**src/rtl/integer_to_decimal_ascii_defines.svh**
```systemverilog
// assertion macros for the integer to decimal ascii converter
// no dependencies; included by i2da_ctrl, the only module that carries assertions
`ifndef INTEGER_TO_DECIMAL_ASCII_DEFINES_SVH
`define INTEGER_TO_DECIMAL_ASCII_DEFINES_SVH

`ifndef SYNTHESIS
// property must hold at every rising clock edge outside reset
`define I2DA_ASSERT(lbl, clk, rstn, prop) \
  lbl: assert property (@(posedge clk) disable iff (!rstn) prop) \
    else $error("i2da check failed");
// expression must never be true outside reset
`define I2DA_ASSERT_NEVER(lbl, clk, rstn, expr) \
  lbl: assert property (@(posedge clk) disable iff (!rstn) !(expr)) \
    else $error("i2da forbidden condition");
`else
`define I2DA_ASSERT(lbl, clk, rstn, prop)
`define I2DA_ASSERT_NEVER(lbl, clk, rstn, expr)
`endif

`endif

```
**src/rtl/i2da_pkg.sv**
```systemverilog
// shared types and constants of the integer to decimal ascii converter
// no dependencies
`timescale 1ns / 1ps

package i2da_pkg;

  localparam int MagW      = 128;
  localparam int HalfW     = 64;
  localparam int DigitW    = 4;
  localparam int NumDigits = 40;
  localparam int BcdW      = NumDigits * DigitW;
  localparam int DigIdxW   = $clog2(NumDigits);
  localparam int BitCntW   = $clog2(MagW);

  localparam logic [7:0] CharZero    = 8'd48;
  localparam logic [7:0] CharMinus   = 8'd45;
  localparam logic [7:0] CharNewline = 8'd10;

  // input modes; the unused code falls back to unsigned 128-bit
  typedef enum logic [1:0] {
    OP_S64  = 2'd0,
    OP_S128 = 2'd1,
    OP_U128 = 2'd2
  } opcode_e;

  // which character the output register takes
  typedef enum logic [1:0] {
    CH_SEL_DIGIT = 2'd0,
    CH_SEL_MINUS = 2'd1,
    CH_SEL_NL    = 2'd2
  } char_sel_e;

  typedef struct packed {
    logic      load;
    logic      shift;
    logic      put;
    char_sel_e char_sel;
  } dp_cmd_t;

  typedef struct packed {
    logic conv_done;
    logic neg;
    logic top_zero;
  } dp_sts_t;

endpackage

```
**src/rtl/integer_to_decimal_ascii.sv**
```systemverilog
// integer to decimal ascii: one word in, its decimal text out one byte a word
// first byte: the load, one shift per magnitude bit, then the put of the first character
// output: n bytes per word (2..41), produced after the bit-serial loop
// one byte per cycle on output while not stalled; next word accepted after the newline is queued
// reset: controller to idle, no output word valid, conversion counters cleared
// depends on i2da_pkg, i2da_ctrl, i2da_dp
`timescale 1ns / 1ps

module integer_to_decimal_ascii
  import i2da_pkg::*;
(
  input  logic        clk_i,
  input  logic        rst_ni,
  // input word channel
  input  logic        in_valid_i,
  output logic        in_stall_o,
  input  logic [1:0]  opcode_i,
  input  logic [63:0] value_low_i,
  input  logic [63:0] value_high_i,
  // output byte channel
  output logic        out_valid_o,
  input  logic        out_stall_i,
  output logic [7:0]  char_byte_o,
  output logic        last_o
);

  // command and status between the sequencer and the datapath
  dp_cmd_t cmd;
  dp_sts_t sts;

  // sequencer: idle, bit-serial conversion, sign, digits msd first, newline
  i2da_ctrl u_ctrl (
    .clk_i       (clk_i),
    .rst_ni      (rst_ni),
    .in_valid_i  (in_valid_i),
    .in_stall_o  (in_stall_o),
    .out_valid_o (out_valid_o),
    .out_stall_i (out_stall_i),
    .cmd_o       (cmd),
    .sts_i       (sts)
  );

  // magnitude and bcd shift registers plus the output byte register
  i2da_dp u_dp (
    .clk_i        (clk_i),
    .rst_ni       (rst_ni),
    .cmd_i        (cmd),
    .sts_o        (sts),
    .opcode_i     (opcode_i),
    .value_low_i  (value_low_i),
    .value_high_i (value_high_i),
    .char_byte_o  (char_byte_o),
    .last_o       (last_o)
  );

endmodule

```
**src/rtl/i2da_dp.sv**
```systemverilog
// datapath: magnitude register, double-dabble bcd shifter, output word register
// depends on i2da_pkg
`timescale 1ns / 1ps

module i2da_dp
  import i2da_pkg::*;
(
  input  logic         clk_i,
  input  logic         rst_ni,
  input  dp_cmd_t      cmd_i,
  output dp_sts_t      sts_o,
  input  logic [1:0]   opcode_i,
  input  logic [63:0]  value_low_i,
  input  logic [63:0]  value_high_i,
  output logic [7:0]   char_byte_o,
  output logic         last_o
);

  localparam logic [DigIdxW-1:0] TopMax = DigIdxW'(NumDigits - 1);

  logic [MagW-1:0]    mag_q, mag_d, mag_load;
  logic [BcdW-1:0]    bcd_q, bcd_d, bcd_adj, bcd_shift;
  logic [DigIdxW-1:0] top_q, top_d, top_nx;
  logic [BitCntW-1:0] bitcnt_q, bitcnt_d;
  logic               neg_q, neg_d, neg_load;
  logic [7:0]         char_q, char_d;
  logic               last_q, last_d;
  logic               top_inc;
  logic [DigitW-1:0]  top_digit;

  // sign and magnitude of the incoming word
  always_comb begin
    unique case (opcode_e'(opcode_i))
      OP_S64: begin
        neg_load = value_low_i[HalfW-1];
        mag_load = {{HalfW{1'b0}}, (neg_load ? (~value_low_i + 64'd1) : value_low_i)};
      end
      OP_S128: begin
        neg_load = value_high_i[HalfW-1];
        mag_load = neg_load ? (~{value_high_i, value_low_i} + 128'd1)
                            : {value_high_i, value_low_i};
      end
      default: begin
        neg_load = 1'b0;
        mag_load = {value_high_i, value_low_i};
      end
    endcase
  end

  // add-3 correction on every digit of 5 or more, then shift in the next magnitude bit
  always_comb begin
    for (int i = 0; i < NumDigits; i++) begin
      if (bcd_q[i*DigitW +: DigitW] >= 4'd5) begin
        bcd_adj[i*DigitW +: DigitW] = bcd_q[i*DigitW +: DigitW] + 4'd3;
      end else begin
        bcd_adj[i*DigitW +: DigitW] = bcd_q[i*DigitW +: DigitW];
      end
    end
  end

  assign bcd_shift = {bcd_adj[BcdW-2:0], mag_q[MagW-1]};
  assign top_nx    = top_q + 1'b1;
  // the digit count grows by at most one per shift
  assign top_inc   = (top_q != TopMax) && (bcd_shift[{top_nx, 2'b00} +: DigitW] != '0);
  assign top_digit = bcd_q[{top_q, 2'b00} +: DigitW];

  always_comb begin
    mag_d    = mag_q;
    bcd_d    = bcd_q;
    top_d    = top_q;
    bitcnt_d = bitcnt_q;
    neg_d    = neg_q;
    char_d   = char_q;
    last_d   = last_q;
    if (cmd_i.load) begin
      mag_d    = mag_load;
      bcd_d    = '0;
      top_d    = '0;
      bitcnt_d = '0;
      neg_d    = neg_load;
    end else if (cmd_i.shift) begin
      mag_d    = {mag_q[MagW-2:0], 1'b0};
      bcd_d    = bcd_shift;
      top_d    = top_inc ? top_nx : top_q;
      bitcnt_d = bitcnt_q + 1'b1;
    end
    if (cmd_i.put) begin
      unique case (cmd_i.char_sel)
        CH_SEL_MINUS: begin
          char_d = CharMinus;
          last_d = 1'b0;
        end
        CH_SEL_NL: begin
          char_d = CharNewline;
          last_d = 1'b1;
        end
        default: begin
          char_d = CharZero + {4'b0000, top_digit};
          last_d = 1'b0;
          if (top_q != '0) begin
            top_d = top_q - 1'b1;
          end
        end
      endcase
    end
  end

  always_ff @(posedge clk_i or negedge rst_ni) begin
    if (!rst_ni) begin
      top_q    <= '0;
      bitcnt_q <= '0;
      neg_q    <= 1'b0;
    end else begin
      top_q    <= top_d;
      bitcnt_q <= bitcnt_d;
      neg_q    <= neg_d;
    end
  end

  always_ff @(posedge clk_i) begin
    mag_q  <= mag_d;
    bcd_q  <= bcd_d;
    char_q <= char_d;
    last_q <= last_d;
  end

  assign sts_o.conv_done = (bitcnt_q == '1);
  assign sts_o.neg       = neg_q;
  assign sts_o.top_zero  = (top_q == '0);
  assign char_byte_o     = char_q;
  assign last_o          = last_q;

endmodule

```
**src/rtl/i2da_ctrl.sv**
```systemverilog
// controller: sequences load, conversion and character output, owns handshakes
// depends on i2da_pkg and integer_to_decimal_ascii_defines.svh
`timescale 1ns / 1ps
`include "integer_to_decimal_ascii_defines.svh"

module i2da_ctrl
  import i2da_pkg::*;
(
  input  logic    clk_i,
  input  logic    rst_ni,
  input  logic    in_valid_i,
  output logic    in_stall_o,
  output logic    out_valid_o,
  input  logic    out_stall_i,
  output dp_cmd_t cmd_o,
  input  dp_sts_t sts_i
);

  typedef enum logic [4:0] {
    S_IDLE  = 5'b00001,
    S_CONV  = 5'b00010,
    S_SIGN  = 5'b00100,
    S_DIGIT = 5'b01000,
    S_NL    = 5'b10000
  } state_e;

  state_e  state_q, state_d;
  logic    out_valid_q, out_valid_d;
  logic    out_free;
  dp_cmd_t cmd;

  // output register can take a new word this cycle
  assign out_free = !out_valid_q || !out_stall_i;

  always_comb begin
    state_d      = state_q;
    out_valid_d  = out_valid_q && out_stall_i;
    cmd          = '0;
    cmd.char_sel = CH_SEL_DIGIT;
    unique case (state_q)
      S_IDLE: begin
        if (in_valid_i) begin
          cmd.load = 1'b1;
          state_d  = S_CONV;
        end
      end
      S_CONV: begin
        cmd.shift = 1'b1;
        if (sts_i.conv_done) begin
          state_d = sts_i.neg ? S_SIGN : S_DIGIT;
        end
      end
      S_SIGN: begin
        if (out_free) begin
          cmd.put      = 1'b1;
          cmd.char_sel = CH_SEL_MINUS;
          out_valid_d  = 1'b1;
          state_d      = S_DIGIT;
        end
      end
      S_DIGIT: begin
        if (out_free) begin
          cmd.put     = 1'b1;
          out_valid_d = 1'b1;
          if (sts_i.top_zero) begin
            state_d = S_NL;
          end
        end
      end
      S_NL: begin
        if (out_free) begin
          cmd.put      = 1'b1;
          cmd.char_sel = CH_SEL_NL;
          out_valid_d  = 1'b1;
          state_d      = S_IDLE;
        end
      end
      default: begin
        state_d = S_IDLE;
      end
    endcase
  end

  always_ff @(posedge clk_i or negedge rst_ni) begin
    if (!rst_ni) begin
      state_q     <= S_IDLE;
      out_valid_q <= 1'b0;
    end else begin
      state_q     <= state_d;
      out_valid_q <= out_valid_d;
    end
  end

  assign in_stall_o  = (state_q != S_IDLE);
  assign out_valid_o = out_valid_q;
  assign cmd_o       = cmd;

  `I2DA_ASSERT_NEVER(a_put_over_held_word, clk_i, rst_ni, cmd.put && out_valid_q && out_stall_i)
  `I2DA_ASSERT(a_load_starts_conv, clk_i, rst_ni, cmd.load |=> (state_q == S_CONV))
  `I2DA_ASSERT(a_conv_exit, clk_i, rst_ni, (state_q == S_CONV && sts_i.conv_done) |=> (state_q == S_SIGN || state_q == S_DIGIT))
  `I2DA_ASSERT(a_newline_ends_run, clk_i, rst_ni, (cmd.put && cmd.char_sel == CH_SEL_NL) |=> (state_q == S_IDLE && out_valid_q))

endmodule
```
**config.mk**
```make
export PLATFORM = sky130hd
export DESIGN_NAME = integer_to_decimal_ascii
export DESIGN_NICKNAME = d
export VERILOG_FILES = /design/src/rtl/i2da_pkg.sv /design/src/rtl/integer_to_decimal_ascii.sv /design/src/rtl/i2da_dp.sv /design/src/rtl/i2da_ctrl.sv
export VERILOG_INCLUDE_DIRS = /design/src /design/src/rtl
export SDC_FILE = /design/constraint.sdc
export NUM_CORES = 1
export LEC_CHECK = 0
export ABC_AREA = 1
export ABC_CLOCK_PERIOD_IN_PS = 5950
export BUFFER_PORTS_ARGS = -buffer_cell sky130_fd_sc_hd__buf_4
export CAP_MARGIN = 40
export CORE_UTILIZATION = 47
export DETAILED_ROUTE_END_ITERATION = 10
export PLACE_DENSITY = 0.63
export SLEW_MARGIN = 20
export SYNTH_ARGS = -nofsm -noshare
export SYNTH_HDL_FRONTEND = slang
export SYNTH_SLANG_ARGS = --single-unit
```
**constraint.sdc**
```tcl
create_clock -name clk_i -period 5.95 [get_ports clk_i]
set_input_delay 0.595 -clock clk_i [delete_from_list [all_inputs] [get_ports clk_i]]
set_output_delay 0.595 -clock clk_i [all_outputs]
set_load 0.01 [all_outputs]
```
==> results of run 1 <==
==> final cells by class <==
cell class,count,area [um2]
clock inverter,14,166
multi-input combinational,2617,13400
tap,664,831
clock buffer,60,1180
sequential,315,7760
timing repair buffer,171,1350
fill,4879,22600
inverter,497,1870
==> cells in the mapped netlist (7+ instances only) <==
library cell | n | area (um2)
o211ai_1 | 21 | 158
xor2_1 | 46 | 403
nor2_4 | 7 | 78.8
a21oi_1 | 179 | 896
edfxtp_1 | 135 | 4050
buf_2 | 18 | 90.1
nor4_1 | 28 | 175
ha_1 | 89 | 1110
dfxtp_1 | 160 | 3200
o21ai_0 | 382 | 1910
o21ai_1 | 17 | 85.1
buf_1 | 10 | 37.5
a2bb2oi_1 | 29 | 254
dfrtp_1 | 19 | 475
nand4_1 | 90 | 563
nor2_1 | 328 | 1230
clkinv_1 | 8 | 30.0
nand2_1 | 811 | 3040
o22ai_1 | 99 | 619
a211oi_1 | 10 | 75.1
nor2_2 | 8 | 50.1
or2_2 | 14 | 87.6
inv_1 | 482 | 1810
clkbuf_1 | 109 | 409
nand3_1 | 313 | 1570
nor3_1 | 41 | 205
a31oi_1 | 28 | 175
==> sequential cells by signal (all words and copies together), names as in the netlist <==
| name | flops |
|---|---|
| u_ctrl.out_valid_o | 1 |
| u_dp.neg_q | 1 |
| u_dp.bcd_q | 160 |
| u_dp.bitcnt_q | 7 |
| u_dp.last_o | 1 |
| u_dp.char_byte_o | 6 |
| u_ctrl.state_q | 5 |
| u_dp.top_q | 6 |
| u_dp.mag_q | 128 |
==> worst register-to-register path, stage by stage (launching register included) <==
cell,delay (ps)
dfrtp_1,880
clkinv_1,240
ha_1,340
inv_1,440
o211ai_1,170
nor2_1,130
nand3_1,70
nand3_1,80
nand2_1,100
a21oi_1,130
nand3_1,80
nand2_1,110
nand2_1,120
nand2_1,210
nand3_1,100
nand2_1,90
nor2_1,50
==> per-layer routing <==
metal  GRT usage [%]  routed length [um]
met5               0                  13
met4            12.2                2850
met3            3.73                5260
met2            50.4               36700
met1            41.2               35400
==> power groups by stage <==
stage | Clock, uW | Sequential (uW) | Combinational (uW)
2_1_floorplan | 0 | 3660 | 3690
3_3_place_gp | 0 | 3830 | 5030
3_5_place_dp | 0 | 3840 | 5150
4_1_cts | 2580 | 3810 | 5170
5_1_grt | 2650 | 3900 | 5790
6_report | 2520 | 3830 | 5200
==> worst paths after layout <==
path / depth (start not counted) / endpoint / from / slack, ps
worst max-delay path: 16 / u_dp.top_q[0] / u_dp.top_q[1] / 2500
worst min-delay path: 4 / u_ctrl.state_q[0] / in_valid_i / 300
worst max register to register: 16 / u_dp.top_q[0] / u_dp.top_q[1] / 2500
worst min register to register: 1 / u_dp.bitcnt_q[5] / u_dp.bitcnt_q[5] / 470
max in group asynchronous: 2 / u_ctrl.state_q[0] / rst_ni / 5140
min in group asynchronous: 2 / u_dp.top_q[3] / rst_ni / 510
==> stage by stage <==
step / instances / power (uW) / setup slack (ps) / area [um2]
2_1_floorplan: 3568 / 7350 / 2410 / 23600
3_3_place_gp: 4258 / 8860 / 1720 / 25200
3_5_place_dp: 4262 / 8980 / 2170 / 25200
4_1_cts: 4337 / 11600 / 2490 / 26600
5_1_grt: 4338 / 12300 / 2070 / 26600
6_report: 4338 / 11600 / 2500 / 26600
==> logic make-up after synthesis <==
family	synth area share (%)
compound gates	19.4
mux	0.0478
fa+ha+maj	4.72
buf+inv	10.3
other cells	0.0159
simple gates	30.7
xor+xnor	1.89
flops	32.9
==> summary.md, run 1 <==
| Metric | Value |
|---|---|
| Outcome | `complete, no violations` |
| Clock power share | `21.9%` |
| H-tree Lvls | `2` |
| Worst path required time | `6410 ps` |
| Wire length of the first global-routing pass | `125000 um` |
| Resized Gates After CTS | `0` |
| Fmax | `290 MHz` |
| Min Tclk post-route | `3450 ps` |
| Gate power share | `45.0%` |
| Largest net degree at the start of global routing | `102` |
| CTS tree | `built` |
| Mapped Area | `23600 um2` |
| Core Footprint | `49200 um2` |
| Commonest cells after routing, fill and taps aside | `nand2_1 (809), inv_1 (481), o21ai_0 (382)` |
| Synth cell types | `62` |
| Post-synth EDFFs | `135` |
| Crit. End Element | `flip-flop` |
| Worst vdd ir | `329 uV` |
| Final Hold Viols | `0` |
| Drt drc | `0` |
| Leakage | `0.0114 uW` |
| Post-CTS Setup Bufs | `0` |
| Root buf cell | `clkbuf_16` |
| Initial antenna violation count | `1` |
| Total Nets Final | `3865` |
| Worst path slowest cell | `dfrtp_1` |
| Synth warn | `0` |
| Drt wl/cell | `18.5 um` |
| Max Fanout on Critical Path | `23` |
| Site Rows | `81` |
| Via count | `24900` |
| Vias in the first global route | `23300` |
| Chip Height | `226 um` |
| Via-per-instance ratio | `5.75` |
| Detailed Route WL | `80200 um` |
| Global route overflow | `0` |
| Post-synthesis sequential area ratio | `32.9%` |
| Area grow syn2layout | `12.8%` |
| CTS Hold Buffers Added | `1` |
| RePlAce Congestion | `0.972` |
| Sw Pwr | `5050 uW` |
| Most common cell after layout, fill and taps aside | `nand2_1` |
| RSZ-0062 raised after global routing | `no` |
| Initial DRC Count | `2436` |
| Hold Crit Class | `primary input to flip-flop` |
| Post-synth ARST share | `6.35%` |
| Slowest cell delay on critical path | `880 ps` |
| Final Slew Violations | `0` |
| Clock sink count | `315` |
| # Max-Cap Violations | `0` |
| Total GRT Usage | `30.8%` |
| DP HPWL | `58300 um` |
| Number of diodes | `0` |
| Top Ports | `145` |
| Flop pwr share | `33.1%` |
| Critical path buffers and inverters | `2` |
| Share of cells above drive strength 1 | `8.36%` |
| CTS buffer count | `40` |
| Clock buffer depth | `3` |
| Critical Setup Path Class | `flip-flop to flip-flop` |
| PortBufs | `142` |
| Sw frac | `43.7%` |
| Most used flip-flop cell after synthesis | `dfxtp_1` |
| Mapped Cells | `3567` |
| Initial Util | `47.9%` |
| P_int | `6500 uW` |
| PwrDens | `434 nW/um2` |
| Most frequent CP cell | `nand2_1` |
| Clk_lat worst skew | `580 ps` |
| Synth Area per Inst | `6.61 um2` |
| Post-Route Setup TNS | `0 ps` |
| Crit-path cells | `clkinv_1 -> ha_1 -> inv_1 -> o211ai_1 -> nor2_1 -> nand3_1 -> nand3_1 -> nand2_1 -> a21oi_1 -> nand3_1 -> nand2_1 -> nand2_1 -> nand2_1 -> nand3_1 -> nand2_1 -> nor2_1` |
| First-pass DRT Iterations | `8` |
| Final ANT Viol Nets | `0` |
| Slew @ Worst Pin | `860 ps` |
| Crit path max-delay family | `simple AND/OR/NAND/NOR gates` |
| Reg clk slew, reported paths | `60 ps` |
| Startpoint Class | `flip-flop` |
| Skew final | `13.5 ps` |
| Final Util | `54.1%` |
| Fin crit share | `58.0%` |
| DIE AREA | `51000 um2` |
| Worst Path Arrival | `3910 ps` |
| Final setup viols | `0` |
| FF+latch count, synth | `315` |
| Worst hold margin | `299 ps` |
| Die X | `226 um` |
| Relative slew slack | `42.6%` |
Note: power is estimated with default switching activity, not from simulation.
==> run 2, diff against run 1 <==
- ABC_AREA: 1 -> 0
- ABC_CLOCK_PERIOD_IN_PS: 5950 -> 3100
- PLACE_DENSITY: 0.63 -> 0.66
- clock period: 5.95 -> 3.1 ns (I/O delays scaled with it)
==> summary.md, run 2 <==
| Metric | Value |
|---|---|
| P_int | `11700 uW (+80%)` |
| PwrDens | `735 nW/um2 (+69%)` |
| Final Util | `57.4% (+3.3 points)` |
| Final ANT Viol Nets | `0 (unchanged)` |
| Most used flip-flop cell after synthesis | `dfxtp_1` |
| Worst path required time | `3540 ps (-2870 ps)` |
| Final instance area | `25600 um2 (-3.9%)` |
| Worst Path Arrival | `3440 ps (-470 ps)` |
| Root buf cell | `clkbuf_16` |
| Global route overflow | `0 (unchanged)` |
| Area grow syn2layout | `19.5%` |
| Total Nets Final | `2844 (-26%)` |
| Initial Util | `48.1% (+0.11 points)` |
| H-tree Lvls | `2 (unchanged)` |
| Sw Pwr | `7080 uW (+40%)` |
| Chip Height | `215 um (-4.7%)` |
| Detailed Route WL | `59400 um (-26%)` |
| Synth cell types | `83 (+34%)` |
| Relative slew slack | `46.5% (+3.9 points)` |
| Area contributors post-synth | `edfxtp_1 (19%), dfxtp_1 (15%), o21ai_0 (7.2%), ha_1 (5.2%), mux4_2 (5.1%)` |
| FF+latch count, synth | `315 (unchanged)` |
| Site Rows | `77 (-4.9%)` |
| Sw frac | `37.7% (-6.0 points)` |
| Wire length of the first global-routing pass | `95000 um (-24%)` |
| Worst hold margin | `115 ps (-184 ps)` |
| RSZ-0062 raised after global routing | `yes` |
| Clk_lat worst skew | `560 ps (-20 ps)` |
| Max reg flops | `160 (unchanged)` |
| Vias in the first global route | `18400 (-21%)` |
| Largest registers | `u_dp.bcd_q x160, u_dp.mag_q x128, u_dp.bitcnt_q x7` |
| # Max-Cap Violations | `0 (unchanged)` |
| DIE AREA | `46400 um2 (-9.2%)` |
| Startpoint Class | `flip-flop` |
| Top-area cell type share of the netlist area | `18.9% (+1.7 points)` |
| DP HPWL | `41500 um (-29%)` |
| Post-DP Area | `24000 um2 (-4.9%)` |
| Drt wl/cell | `18.3 um (-0.98%)` |
| Mapped Cells | `2416 (-32%)` |
| Post-synth EDFFs | `135 (unchanged)` |
| Outcome | `complete, no violations` |
| Largest net degree at the start of global routing | `152 (+49%)` |
| Mapped Area | `21400 um2 (-9.2%)` |
| Flop pwr share | `36.1% (+3.0 points)` |
| Via count | `19200 (-23%)` |
| Clock power share | `24.8% (+2.9 points)` |
| PortBufs | `142 (unchanged)` |
| Share of cells above drive strength 1 | `20.2% (+12 points)` |
| Die X | `215 um (-4.7%)` |
| Most common library cells after synthesis | `o21ai_0 (309), nand2_1 (249), dfxtp_1 (160)` |
| Min Tclk post-route | `3010 ps (-447 ps)` |
| Final setup viols | `0 (unchanged)` |
| Final Hold Viols | `0 (unchanged)` |
| Slowest cell delay on critical path | `480 ps (-400 ps)` |
| Synth warn | `0 (unchanged)` |
| Top Ports | `145 (unchanged)` |
| Skew final | `11.5 ps (-2.02 ps)` |
| Placed insts | `3170 (-26%)` |
| Clock buffer depth | `3 (unchanged)` |
| Top reg by flops | `u_dp.bcd_q` |
| Most common cell after layout, fill and taps aside | `o21ai_0` |
| Post-Layout Cell Count | `3245 (-25%)` |
| Reg clk slew, reported paths | `60 ps (about the same)` |
| Most area-hungry cell type in the Yosys netlist | `edfxtp_1` |
| Gate power share | `39.1% (-5.9 points)` |
| Fmax | `333 MHz (+15%)` |
| Clock sink count | `315 (unchanged)` |
| Via-per-instance ratio | `5.93 (+3.2%)` |
| Post-Route Setup TNS | `0 ps (unchanged)` |
| Leakage | `0.00948 uW (-17%)` |
| Post-synth ARST share | `6.35% (unchanged)` |
| First-pass DRT Iterations | `5 (-3)` |
| Crit-path cells | `inv_1 -> ha_1 -> nand2b_1 -> or3b_2 -> nand3_2 -> a221oi_4 -> o41ai_4 -> and4b_2 -> o21ai_4 -> a2111oi_4 -> a211o_1` |
| Most frequent cell after synthesis | `o21ai_0` |
| Slew @ Worst Pin | `803 ps (-57.1 ps)` |
| Total GRT Usage | `25.0% (-5.9 points)` |
| Drt drc | `0 (unchanged)` |
| Critical Setup Path Class | `flip-flop to flip-flop` |
| Hold Crit Class | `primary input to flip-flop` |
| RePlAce Congestion | `0.928 (-4.5%)` |
| CTS buffer count | `38 (-5.0%)` |
| Initial antenna violation count | `2 (+1)` |
| Post-synthesis sequential area ratio | `36.3% (+3.3 points)` |
| Filler cell count | `4021 (-18%)` |
| Initial DRC Count | `1564 (-36%)` |
| Commonest cells after routing, fill and taps aside | `o21ai_0 (308), buf_4 (291), nand2_1 (248)` |
| Core Footprint | `44500 um2 (-9.4%)` |
| Crit. End Element | `flip-flop` |
| CTS tree | `built` |
| Max Fanout on Critical Path | `7 (-70%)` |
| Final Slew Violations | `0 (unchanged)` |
| Worst vdd ir | `684 uV (+110%)` |
| Fin crit share | `97.0% (+39 points)` |
| Synth Area per Inst | `8.85 um2 (+34%)` |
| Worst path slowest cell | `or3b_2` |
## run 2: layer usage
metal  share of wire [%]  track usage [%]  up-vias
met5                   0                0        -
met4                 2.0             6.81        0
met3                 6.0             4.05       84
met2                  48             41.7      554
met1                  44             33.4     9299
li1                    -                -     9306
## run 2: worst max-delay path, delay by kind of cell (launching register included)
kind / cells / cell delay (ps)
DFF: 1 / 380
and+or+nand+nor: 4 / 1030
AOI/OAI and AO/OA: 5 / 1150
adders and majority gates: 1 / 250
buffers and inverters: 1 / 80
## run 2: path summary, 6_finish.rpt
path	start	endpoint	slack (ps)	cells past startpoint
setup / recovery	u_dp.bcd_q[49]	u_dp.top_q[1]	90	11
hold / removal	value_low_i[0]	u_dp.mag_q[0]	110	3
setup reg to reg	u_dp.bcd_q[49]	u_dp.top_q[1]	90	11
hold reg to reg	u_dp.bcd_q[157]	u_dp.bcd_q[157]	500	2
max in group asynchronous	rst_ni	u_ctrl.state_q[0]	2580	2
min in group asynchronous	rst_ni	u_dp.bitcnt_q[3]	230	2
## run 2: final cells by class
type                    instances  area [um2]  share of cell area (%)
multi-input cells            1864       13000                    50.8
flip-flops and latches        315        7770                    30.4
repair buffers                303        2380                    9.31
clock buffers                  56        1180                    4.63
well taps                     592         741                    2.90
inverters                      99         377                    1.47
clock inverters                14         126                   0.494
diodes                          2        5.00                  0.0196
## run 2: what timing repair did
| action | CTS | global route |
|---|---|---|
| resized for setup | 13 | 50 |
| endpoints found under the hold margin | 21 | 0 |
| buffers inserted | 0 | 1 |
| setup endpoints to repair | 6 | 6 |
| hold buffers | 2 | 0 |
| pin swaps | 1 | 7 |
## run 2: kinds of logic after synthesis
family / after synthesis / share of synthesized area, %
and+or+nand+nor: 798 / 19.4
other: 1 / 0.0175
xor gates and xnor gates: 175 / 7.16
buffers and inverters: 238 / 4.29
DFF: 315 / 36.3
adders and majority gates: 89 / 5.21
muxes: 112 / 8.21
AOI/OAI and AO/OA: 688 / 19.4
## run 2: power by group through the flow
stage          combinational [uW]  clock (uW)  sequential (uW)
3_5_place_dp                 6970           0             6830
3_3_place_gp                 6830           0             6790
5_1_grt                      8070        4920             6920
2_1_floorplan                4720           0             6640
6_report                     7360        4650             6780
4_1_cts                      7130        4750             6760
## run 2: through the flow
stage / worst slack [ps] / total power (uW)
after floorplan: 23.5 / 11400
after global placement: -304 / 13600
after detailed placement: -348 / 13800
after CTS: 6.68 / 18600
after global routing: -3.19 / 19900
final: 92.6 / 18800
